### src/sv/rspg_pkg.sv
// rspg_pkg: shared types and constants of the rejection-sampled permutation generator.
// Used by rspg_mod, rspg_cell and rejection_sampled_permutation_gen.
`timescale 1ns / 1ps
`default_nettype none

package rspg_pkg;

  localparam int unsigned PERM_SIZE_DEF   = 64;
  localparam int unsigned WORD_BUDGET_DEF = 256;

  localparam int unsigned WORD_W   = 16;
  localparam int unsigned ELEM_W   = 6;
  localparam int unsigned USED_W   = 16;
  localparam int unsigned STEP_W   = $clog2(WORD_W);

  // sample travelling down the cell row
  typedef struct packed {
    logic              valid;
    logic [ELEM_W-1:0] si;
    logic [ELEM_W-1:0] cnt;
  } token_t;

  typedef struct packed {
    logic flush;
    logic shift;
  } cell_ctrl_t;

  typedef enum logic [1:0] {
    ST_IDLE,
    ST_MOD,
    ST_FILL,
    ST_EMIT
  } state_e;

endpackage

`default_nettype wire

### src/sv/rspg_mod.sv
// rspg_mod: bit-serial remainder of a random word by the current bound,
// plus the rejection test. Depends on rspg_pkg.
`timescale 1ns / 1ps
`default_nettype none

module rspg_mod #(
  parameter int unsigned BOUND_W = 7
) (
  input  wire logic                       clk_i,
  input  wire logic                       rst_ni,
  input  wire logic                       start_i,
  input  wire logic [rspg_pkg::WORD_W-1:0] word_i,
  input  wire logic [BOUND_W-1:0]         bound_i,
  output logic                            done_o,
  output logic [BOUND_W-1:0]              rem_o,
  output logic                            reject_o
);

  logic                            busy_q, busy_d;
  logic                            done_q, done_d;
  logic [rspg_pkg::STEP_W-1:0]     step_q, step_d;
  logic [rspg_pkg::WORD_W-1:0]     word_q, word_d;
  logic [BOUND_W-1:0]              rem_q, rem_d;
  logic [BOUND_W:0]                trial;
  logic [rspg_pkg::STEP_W-1:0]     bit_idx;
  logic [rspg_pkg::WORD_W:0]       top_sum;

  assign bit_idx = rspg_pkg::STEP_W'(rspg_pkg::WORD_W - 1) - step_q;
  assign trial   = {rem_q, word_q[bit_idx]};

  always_comb begin
    busy_d = busy_q;
    done_d = 1'b0;
    step_d = step_q;
    word_d = word_q;
    rem_d  = rem_q;
    if (start_i) begin
      busy_d = 1'b1;
      step_d = '0;
      word_d = word_i;
      rem_d  = '0;
    end else if (busy_q) begin
      if (trial >= {1'b0, bound_i}) begin
        rem_d = BOUND_W'(trial - {1'b0, bound_i});
      end else begin
        rem_d = BOUND_W'(trial);
      end
      step_d = step_q + 1'b1;
      if (step_q == rspg_pkg::STEP_W'(rspg_pkg::WORD_W - 1)) begin
        busy_d = 1'b0;
        done_d = 1'b1;
      end
    end
  end

  always_ff @(posedge clk_i or negedge rst_ni) begin
    if (!rst_ni) begin
      busy_q <= 1'b0;
      done_q <= 1'b0;
      step_q <= '0;
    end else begin
      busy_q <= busy_d;
      done_q <= done_d;
      step_q <= step_d;
    end
  end

  always_ff @(posedge clk_i) begin
    word_q <= word_d;
    rem_q  <= rem_d;
  end

  // word lies in the incomplete top block when word - rem + bound - 1 overflows 16 bits
  assign top_sum  = {1'b0, word_q} + (rspg_pkg::WORD_W + 1)'(bound_i)
                    - (rspg_pkg::WORD_W + 1)'(rem_q) - (rspg_pkg::WORD_W + 1)'(1);
  assign done_o   = done_q;
  assign rem_o    = rem_q;
  assign reject_o = top_sum[rspg_pkg::WORD_W];

endmodule

`default_nettype wire

### src/sv/rspg_cell.sv
// rspg_cell: one slot of the conversion row; holds one sample and its finished
// element, updates passing samples and shifts elements out. Depends on rspg_pkg.
`timescale 1ns / 1ps
`default_nettype none

module rspg_cell (
  input  wire logic                         clk_i,
  input  wire logic                         rst_ni,
  input  wire rspg_pkg::cell_ctrl_t         ctrl_i,
  input  wire rspg_pkg::token_t             tok_i,
  output rspg_pkg::token_t                  tok_o,
  input  wire logic [rspg_pkg::ELEM_W-1:0]  elem_i,
  output logic [rspg_pkg::ELEM_W-1:0]       elem_o,
  output logic                              occ_o
);

  logic                        occ_q, occ_d;
  logic                        tvld_q, tvld_d;
  logic [rspg_pkg::ELEM_W-1:0] tsi_q, tsi_d;
  logic [rspg_pkg::ELEM_W-1:0] tcnt_q, tcnt_d;
  logic [rspg_pkg::ELEM_W-1:0] w_q, w_d;
  logic [rspg_pkg::ELEM_W-1:0] elem_q, elem_d;

  always_comb begin
    occ_d  = occ_q;
    tvld_d = tok_i.valid;
    tsi_d  = tok_i.si;
    tcnt_d = tok_i.cnt;
    w_d    = w_q;
    elem_d = elem_q;
    if (ctrl_i.shift) begin
      elem_d = elem_i;
    end
    if (tok_i.valid) begin
      if (occ_q) begin
        if (w_q <= tok_i.si) begin
          tcnt_d = tok_i.cnt + 1'b1;
        end else begin
          w_d = w_q - 1'b1;
        end
      end else begin
        // first free slot: the sample settles here
        occ_d  = 1'b1;
        w_d    = tok_i.si;
        elem_d = tok_i.si + tok_i.cnt;
        tvld_d = 1'b0;
      end
    end
    if (ctrl_i.flush) begin
      occ_d  = 1'b0;
      tvld_d = 1'b0;
    end
  end

  always_ff @(posedge clk_i or negedge rst_ni) begin
    if (!rst_ni) begin
      occ_q  <= 1'b0;
      tvld_q <= 1'b0;
    end else begin
      occ_q  <= occ_d;
      tvld_q <= tvld_d;
    end
  end

  always_ff @(posedge clk_i) begin
    tsi_q  <= tsi_d;
    tcnt_q <= tcnt_d;
    w_q    <= w_d;
    elem_q <= elem_d;
  end

  assign tok_o.valid = tvld_q;
  assign tok_o.si    = tsi_q;
  assign tok_o.cnt   = tcnt_q;
  assign elem_o      = elem_q;
  assign occ_o       = occ_q;

endmodule

`default_nettype wire

### src/sv/rejection_sampled_permutation_gen.sv
// rejection_sampled_permutation_gen: top level; word budget, sample position,
// control and output register. Depends on rspg_pkg, rspg_mod, rspg_cell.
//
//   port group       dir  meaning
//   start/word       in   request: random_word_i taken when start & !busy
//   busy             out  high while reducing, settling or emitting results
//   result_valid_o   out  qualifies element_o, last_o, failed_o
//
// Each accepted word keeps busy high through the 16-step remainder unit
// and a decide step, so a new word goes in only once busy is low. A budget
// failure keeps busy low and shows its result in the next cycle.
// After the final sample, the control waits while it walks the cell row,
// then PERM_SIZE results go out on consecutive cycles.
// Reset clears control state only; the receiver cannot stall.
`timescale 1ns / 1ps
`default_nettype none

module rejection_sampled_permutation_gen #(
  parameter int unsigned PERM_SIZE   = rspg_pkg::PERM_SIZE_DEF,
  parameter int unsigned WORD_BUDGET = rspg_pkg::WORD_BUDGET_DEF
) (
  input  wire logic                         clk_i,
  input  wire logic                         rst_ni,
  input  wire logic                         start,
  output logic                              busy,
  input  wire logic [rspg_pkg::WORD_W-1:0]  random_word_i,
  output logic                              result_valid_o,
  output logic [rspg_pkg::ELEM_W-1:0]       element_o,
  output logic                              last_o,
  output logic                              failed_o
);

  localparam int unsigned POS_W  = $clog2(PERM_SIZE + 1);
  localparam int unsigned EMIT_W = $clog2(PERM_SIZE);

  rspg_pkg::state_e            state_q, state_d;
  logic [POS_W-1:0]            pos_q, pos_d;
  logic [rspg_pkg::USED_W-1:0] used_q, used_d;
  logic [EMIT_W-1:0]           emit_q, emit_d;
  logic                        rvld_q, rvld_d;
  logic [rspg_pkg::ELEM_W-1:0] elem_q, elem_d;
  logic                        last_q, last_d;
  logic                        fail_q, fail_d;

  logic                        accept;
  logic                        exhausted;
  logic                        mod_start;
  logic                        mod_done;
  logic [POS_W-1:0]            mod_rem;
  logic                        mod_reject;
  logic [POS_W-1:0]            bound;

  rspg_pkg::cell_ctrl_t        ctrl;
  rspg_pkg::token_t            tok_in;
  rspg_pkg::token_t            tok   [PERM_SIZE+1];
  logic [rspg_pkg::ELEM_W-1:0] elems [PERM_SIZE+1];
  logic [PERM_SIZE-1:0]        occ;

  assign accept    = start && (state_q == rspg_pkg::ST_IDLE);
  assign exhausted = used_q >= rspg_pkg::USED_W'(WORD_BUDGET - 1);
  assign mod_start = accept && !exhausted;
  assign bound     = POS_W'(PERM_SIZE) - pos_q;

  rspg_mod #(
    .BOUND_W (POS_W)
  ) u_mod (
    .clk_i    (clk_i),
    .rst_ni   (rst_ni),
    .start_i  (mod_start),
    .word_i   (random_word_i),
    .bound_i  (bound),
    .done_o   (mod_done),
    .rem_o    (mod_rem),
    .reject_o (mod_reject)
  );

  assign tok[0]           = tok_in;
  assign elems[PERM_SIZE] = '0;

  for (genvar k = 0; k < PERM_SIZE; k++) begin : g_cell
    rspg_cell u_cell (
      .clk_i  (clk_i),
      .rst_ni (rst_ni),
      .ctrl_i (ctrl),
      .tok_i  (tok[k]),
      .tok_o  (tok[k+1]),
      .elem_i (elems[k+1]),
      .elem_o (elems[k]),
      .occ_o  (occ[k])
    );
  end

  always_comb begin
    state_d      = state_q;
    pos_d        = pos_q;
    used_d       = used_q;
    emit_d       = emit_q;
    rvld_d       = 1'b0;
    elem_d       = elem_q;
    last_d       = last_q;
    fail_d       = fail_q;
    ctrl.flush   = 1'b0;
    ctrl.shift   = 1'b0;
    tok_in.valid = 1'b0;
    tok_in.si    = rspg_pkg::ELEM_W'(mod_rem);
    tok_in.cnt   = '0;
    unique case (state_q)
      rspg_pkg::ST_IDLE: begin
        if (accept) begin
          if (exhausted) begin
            rvld_d     = 1'b1;
            elem_d     = '0;
            last_d     = 1'b1;
            fail_d     = 1'b1;
            pos_d      = '0;
            used_d     = '0;
            ctrl.flush = 1'b1;
          end else begin
            used_d  = used_q + 1'b1;
            state_d = rspg_pkg::ST_MOD;
          end
        end
      end
      rspg_pkg::ST_MOD: begin
        if (mod_done) begin
          state_d = rspg_pkg::ST_IDLE;
          if (!mod_reject) begin
            tok_in.valid = 1'b1;
            pos_d        = pos_q + 1'b1;
            if (pos_q == POS_W'(PERM_SIZE - 1)) begin
              state_d = rspg_pkg::ST_FILL;
            end
          end
        end
      end
      rspg_pkg::ST_FILL: begin
        // final sample has settled once the last slot is taken
        if (occ[PERM_SIZE-1]) begin
          emit_d  = '0;
          state_d = rspg_pkg::ST_EMIT;
        end
      end
      rspg_pkg::ST_EMIT: begin
        rvld_d     = 1'b1;
        elem_d     = elems[0];
        fail_d     = 1'b0;
        last_d     = (emit_q == EMIT_W'(PERM_SIZE - 1));
        ctrl.shift = 1'b1;
        emit_d     = emit_q + 1'b1;
        if (emit_q == EMIT_W'(PERM_SIZE - 1)) begin
          ctrl.flush = 1'b1;
          pos_d      = '0;
          used_d     = '0;
          state_d    = rspg_pkg::ST_IDLE;
        end
      end
      default: begin
        state_d = rspg_pkg::ST_IDLE;
      end
    endcase
  end

  always_ff @(posedge clk_i or negedge rst_ni) begin
    if (!rst_ni) begin
      state_q <= rspg_pkg::ST_IDLE;
      pos_q   <= '0;
      used_q  <= '0;
      emit_q  <= '0;
      rvld_q  <= 1'b0;
    end else begin
      state_q <= state_d;
      pos_q   <= pos_d;
      used_q  <= used_d;
      emit_q  <= emit_d;
      rvld_q  <= rvld_d;
    end
  end

  always_ff @(posedge clk_i) begin
    elem_q <= elem_d;
    last_q <= last_d;
    fail_q <= fail_d;
  end

  assign busy           = (state_q != rspg_pkg::ST_IDLE);
  assign result_valid_o = rvld_q;
  assign element_o      = elem_q;
  assign last_o         = last_q;
  assign failed_o       = fail_q;

endmodule

`default_nettype wire
### config.mk
export PLATFORM = sky130hd
export DESIGN_NAME = rejection_sampled_permutation_gen
export DESIGN_NICKNAME = d
export VERILOG_FILES = /design/src/sv/rspg_pkg.sv /design/src/sv/rspg_mod.sv /design/src/sv/rspg_cell.sv /design/src/sv/rejection_sampled_permutation_gen.sv
export SDC_FILE = /design/constraint.sdc
export NUM_CORES = 2
export LEC_CHECK = 0
export BUFFER_PORTS_ARGS = -buffer_cell sky130_fd_sc_hd__buf_2
export CAP_MARGIN = 20
export CELL_PAD_IN_SITES_DETAIL_PLACEMENT = 2
export CELL_PAD_IN_SITES_GLOBAL_PLACEMENT = 2
export CORE_MARGIN = 4
export CORE_UTILIZATION = 46
export CTS_BUF_LIST = sky130_fd_sc_hd__clkbuf_16
export CTS_CLUSTER_SIZE = 20
export DETAILED_ROUTE_END_ITERATION = 10
export HOLD_SLACK_MARGIN = 0.12
export PLACE_DENSITY_LB_ADDON = 0.05
export SLEW_MARGIN = 10
export SYNTH_ARGS = -nofsm -noshare
export SYNTH_HDL_FRONTEND = slang
export SYNTH_SLANG_ARGS = --single-unit
### constraint.sdc
create_clock -name clk_i -period 6.3 [get_ports clk_i]
set_clock_uncertainty 0.15 [all_clocks]
set_input_delay 0.945 -clock clk_i [delete_from_list [all_inputs] [get_ports clk_i]]
set_output_delay 0.945 -clock clk_i [all_outputs]
set_load 0.01 [all_outputs]
After elaboration in Yosys (flattened, before gate mapping). Cells that the tools add are included.

Register bits: 1714. Input bits: 19. Output and inout port bits: 10. Word-level logic and storage cells: 1744.

Multiplexer cells: 869. Reductions and logical operators: 142. Order comparisons: 66. Equal/unequal tests: 76. Add/sub/neg operators: 198.

Operators by type and width (count): $mux W6 (507); $add A6 B1 Y6 const B (63); $add A6 B6 Y6 (63); $le A6 B6 Y1 (63); $sub A6 B1 Y6 const B (63); $mux W1 (334); $ne A2 B2 Y1 const B (68); $reduce_bool A2 Y1 (68); $reduce_and A2 Y1 (65); $mux W16 (3); $mux W7 (6); $pmux W16 S2 (1); $pmux W6 S2 (2); $pmux W7 S3 (1); $add A16 B7 Y17 (1); $sub A17 B1 Y17 const B (1); $sub A17 B7 Y17 (1); $add A16 B1 Y16 const B (1); $ge A16 B8 Y1 const B (1); $mux W2 (7); $ge A8 B7 Y1 (1); $mux W4 (2); $pmux W1 S2 (4); $pmux W2 S4 (1); 20 further kinds (24).

Depth between registers and ports, before layout.
Word-level depth: 9. Depth in mapped cells: 15. Depth with buffers taken out: 15.

Modules after synthesis. From an unflattened synthesis, not the netlist that was laid out.

Cells, all modules: 9260. Area total of the unflattened synthesis: 92369.8 um2.

Modules (own cells, without submodules): rspg_cell at g_cell[0].u_cell ... (times used 63, cells each 138, area an instance 1376.3 um2, sequential area each 590.6 um2); rejection_sampled_permutation_gen (times used 1, cells each 231, area an instance 2245.9 um2, sequential area each 1041.0 um2); rspg_mod (times used 1, cells each 198, area an instance 2039.5 um2, sequential area each 770.7 um2); rspg_cell at g_cell[9].u_cell (times used 1, cells each 137, area an instance 1376.3 um2, sequential area each 590.6 um2).

Least setup slack after synthesis. Ideal clock, no wire load.

Path type: reg-to-reg. Start: register pos_q[0]. End: register g_cell[0].u_cell.w_q[0] (netlist name) (enable). Data required time: 5796 ps. Data arrival time: 3522 ps. Setup slack: 2274 ps. Setup time: 354 ps. Buffers on the path: 0. Stages on the path, launching flop included: 16. Cell sequence: dfrtp_1 inv_1 ha_1 nand2_1 nor3_1 xnor2_1 fa_1 inv_1 ha_1 a21o_1 a21oi_1 o32ai_1 or4_4 xnor2_4 and3_1 nor2b_1.

Word-level cells in the longest chain between the ends: 8.

RTL lines: start: declaration (RTL line rejection_sampled_permutation_gen.sv:37) `logic [POS_W-1:0] pos_q, pos_d;`; start signal: assignment (RTL line rejection_sampled_permutation_gen.sv:172) `pos_q <= pos_d;`; $sub A7 B7 Y7 (RTL line rejection_sampled_permutation_gen.sv:62) `assign bound = POS_W'(PERM_SIZE) - pos_q;`; $add A16 B7 Y17 (RTL line rspg_mod.sv:74) `assign top_sum = {1'b0, word_q} + (rspg_pkg::WORD_W + 1)'(bound_i)`; $sub A17 B7 Y17 (RTL line rspg_mod.sv:75) `- (rspg_pkg::WORD_W + 1)'(rem_q) - (rspg_pkg::WORD_W + 1)'(1);`; $sub A17 B1 Y17 (RTL line rspg_mod.sv:75); $mux W1 (RTL line rejection_sampled_permutation_gen.sv:127) `if (!mod_reject) begin`; $mux W1 (RTL line rejection_sampled_permutation_gen.sv:125) `if (mod_done) begin`; $mux W1 (RTL line rejection_sampled_permutation_gen.sv:107) `unique case (state_q)`; $reduce_and A2 Y1 (no source line); end signal: assignment (RTL line rspg_cell.sv:68) `w_q <= w_d;`; end: declaration (RTL line rspg_cell.sv:21) `logic [rspg_pkg::ELEM_W-1:0] w_q, w_d;`.

No other way between the ends. A chain may end at the register's enable or synchronous reset.

Final worst setup path.
Start: register pos_q[0]. End: register g_cell[0].u_cell.w_q[5] (netlist name) (enable).

Same word-level chain as after synthesis.

==> results_dict.tcl <==
set metrics [dict create \
    synth_enable_flop_cells 402 \
    worstPathMaxFanout 7 \
    dieArea_um2 192800 \
    clock_latency_ps 820 \
    outcome "finished, final reports clean" \
    finalCriticalPeriod_ps 4816 \
    cts_root_buf "clkbuf_16" \
    via_per_inst 5.434 \
    cts_buffers 191 \
    fmax_mhz 207.7 \
    swShare_pct 29.17 \
    port_buffers 28 \
    gp_congestion 0.7978 \
    synth_area_um2 85480 \
    async_flop_share_pct 9.712 \
    drtIter0Drc 2267 \
    ys_seq_area_share_pct 45.47 \
    cts_max_path_buffers 3 \
    ant_nets 0 \
    die_w_um 439.1 \
    cp.arrival_ps 5120 \
    grt_start_max_net_pins 144 \
    min_from "g_cell[32].u_cell.tsi_q[1]$_DFF_P_" \
    cts_tree "done" \
    p_seq_share_pct 45.6 \
    fin_crit_sh_pct 76.44 \
    grtUsageTotal_pct 24.80 \
    first_global_vias 70190 \
    gr-total-overflow 0 \
    clock_power_share_pct 38.5 \
    pre_cts_ws_ps 1531 \
    cts.sinks 1699 \
    slew_viol_final 0 \
    peakVddDrop_v 0.0002720 \
    avgSynthCellArea_um2 9.951 \
    syn-num-nets 9518 \
    wl_per_cell_um 21.37 \
    num_io_pins 29 \
    rows 157 \
    finalWirelength_mm 239.8 \
    yosys_most_used_dff "dfxtp_1" \
    synth_seq_cells 1699 \
    clk_pin_slew_worst_paths_ps 60 \
    switchingPower_mw 8.571 \
    start_util_pct 46.49 \
    start_kind "flip-flop" \
    synth_warnings 0 \
    rsz0062_at_grt "false" \
    core_um2 183900 \
    setup-violations-final 0 \
    critPathKind "flip-flop to flip-flop" \
    endpoint_kind "flip-flop" \
    timing.rr.start "pos_q[0]$_DFFE_PN0P_" \
    antenna_found_initial 0 \
    tightest_slew_ps 1113 \
    intPower_mw 20.81 \
    hp-class "flip-flop to flip-flop" \
    syn_to_final_growth_pct 10.44 \
    max_cap_violations 0 \
    dp_hpwl_mm 165.9 \
    syn_inst 8590 \
    hold_viol 0 \
    powerDensity_nw_per_um2 311.2 \
    grt_pass1_wl_mm 389.7 \
    htreeDepth 4 \
    required_ps 6600 \
    layout_setup_ws_ps 1484 \
    drive_gt1_share_pct 4.707 \
    nets 9513 \
    combPwrFrac_pct 15.9 \
    drt_pass1_iterations 4 \
    leakage_nw 39.55 \
    vias 60960 \
    drc 0 \
    die_y_um 439.1 \
    fin_tns_setup_ps 0 \
    yosysUniqueCellTypes 58 \
    max_slew_margin_pct 25.13 \
    crit_path_start "pos_q[0]$_DFFE_PN0P_" \
]
==> layout by cell type (no fill, tap or decap), types with 221 or more instances in the layout <==
cell      instances
xnor2_1         654
edfxtp_1        402
a21oi_1         676
nand4_1         240
o21ai_0         391
nor2b_1         247
xor2_1          221
ha_1            839
nor2_1          682
dfxtp_1        1132
nand2_1         675
mux2i_1         354
inv_1           825
==> power groups by stage <==
stage	Clock, mW	Sequential [mW]	Combinational (mW)
2_1_floorplan	0	12.9	3.42
3_3_place_gp	0	13.6	4.14
3_5_place_dp	0	13.6	4.54
4_1_cts	11.6	13.4	4.73
5_1_grt	12.1	13.5	5.36
6_report	11.3	13.4	4.67
==> routing by layer <==
layer	GRT usage, %	part of all wire, %	vias up
li1	-	-	29300
met1	30.80	44	30730
met2	45.17	51	552
met3	2.886	2.1	387
met4	6.901	2.6	0
met5	0	0	-
==> through the flow <==
| stage | cell area, µm² | std cells | util [%] | hold slack (ps) | power [mW] |
|---|---|---|---|---|---|
| 2_1_floorplan | 85480 | 8590 | - | 200.9 | 16.31 |
| 3_3_place_gp | 87850 | 10830 | 47.78 | 224.6 | 17.75 |
| 3_5_place_dp | 87850 | 10830 | 47.78 | 223.1 | 18.19 |
| 4_1_cts | 94370 | 11210 | 51.32 | 228.9 | 29.75 |
| 5_1_grt | 94390 | 11220 | 51.34 | 245.8 | 30.98 |
| 6_report | 94400 | 11220 | 51.34 | 225.9 | 29.38 |
==> cells in the mapped netlist (59+ instances only) <==
library cell  instances  area (µm²)
a21boi_0             61       457.9
xnor2_1             654        5728
nor2_1              683        2564
o21ai_0             392        1962
o21bai_1             60       450.4
edfxtp_1            402       12070
nand2_1             675        2534
nor3_1               74       370.4
mux2_2               66       743.2
xor2_1              221        1936
mux2i_1             354        3543
fa_1                 69        1381
a211oi_1             69       518.0
a21o_1              194        1456
dfrtp_1             165        4129
nand4_1             240        1501
inv_1               787        2954
and3_1               64       400.4
ha_1                840       10510
nor2b_1             247        1545
o32ai_1              59       516.8
a21oi_1             677        3388
clkbuf_1            220       825.8
dfxtp_1            1132       22660
==> final timing paths <==
kind                       slack (ps)                                 end  depth (start not counted)
min in group asynchronous         560                pos_q[6]$_DFFE_PN0P_                          2
max reg2reg                      1480   g_cell[0].u_cell.w_q[5]$_DFFE_PP_                         15
max                              1480   g_cell[0].u_cell.w_q[5]$_DFFE_PP_                         15
min                               230  g_cell[33].u_cell.tsi_q[1]$_DFF_P_                          0
min reg2reg                       230  g_cell[33].u_cell.tsi_q[1]$_DFF_P_                          0
max in group asynchronous        4180  g_cell[33].u_cell.tvld_q$_DFF_PN0_                          3
==> state kept, by name, summed over array words and instances (netlist names), 7 cells and up, named ones only <==
| signal | flops |
|---|---|
| g_cell.u_cell.elem_o | 384 |
| g_cell.u_cell.occ_o | 64 |
| g_cell.u_cell.tcnt_q | 363 |
| g_cell.u_cell.tsi_q | 378 |
| g_cell.u_cell.tvld_q | 63 |
| g_cell.u_cell.w_q | 378 |
| pos_q | 7 |
| u_mod.rem_o | 7 |
| u_mod.word_q | 16 |
| used_q | 16 |
==> cell type report <==
cell class | instances | area, µm²
Fill cell | 18860 | 89470
Inverter | 787 | 2954
Multi-Input combinational cell | 5846 | 42670
Clock buffer | 210 | 5255
Timing Repair Buffer | 60 | 470.5
Tap cell | 2464 | 3083
Antenna cell | 2 | 5.005
Clock inverter | 150 | 1095
Sequential cell | 1699 | 38860
==> critical path: stages, from the launching register on <==
cell,delay (ps)
dfrtp_1,470
inv_1,90
ha_1,190
nand2_1,100
nor3_1,260
xnor2_1,210
fa_1,530
inv_1,60
ha_1,310
a21o_1,190
a21oi_1,160
o32ai_1,90
or4_4,550
xnor2_4,250
and3_1,320
nor2b_1,510
==> what timing repair did <==
action                    CTS  global route
gates resized for setup     0             0
setup buffers               0             0
hold endpoints to repair   68             0
hold buffers               17             0
==> cells by family after synthesis <==
logic type	count (synthesis)	share of synthesized area (%)
buf+inv	1045	4.643
compound gates	1539	10.52
fa+ha+maj	909	13.91
simple gates	2096	11.29
xor+xnor	877	9.017
mux	425	5.147
flops	1699	45.47
(Power assumes the default switching activity.)
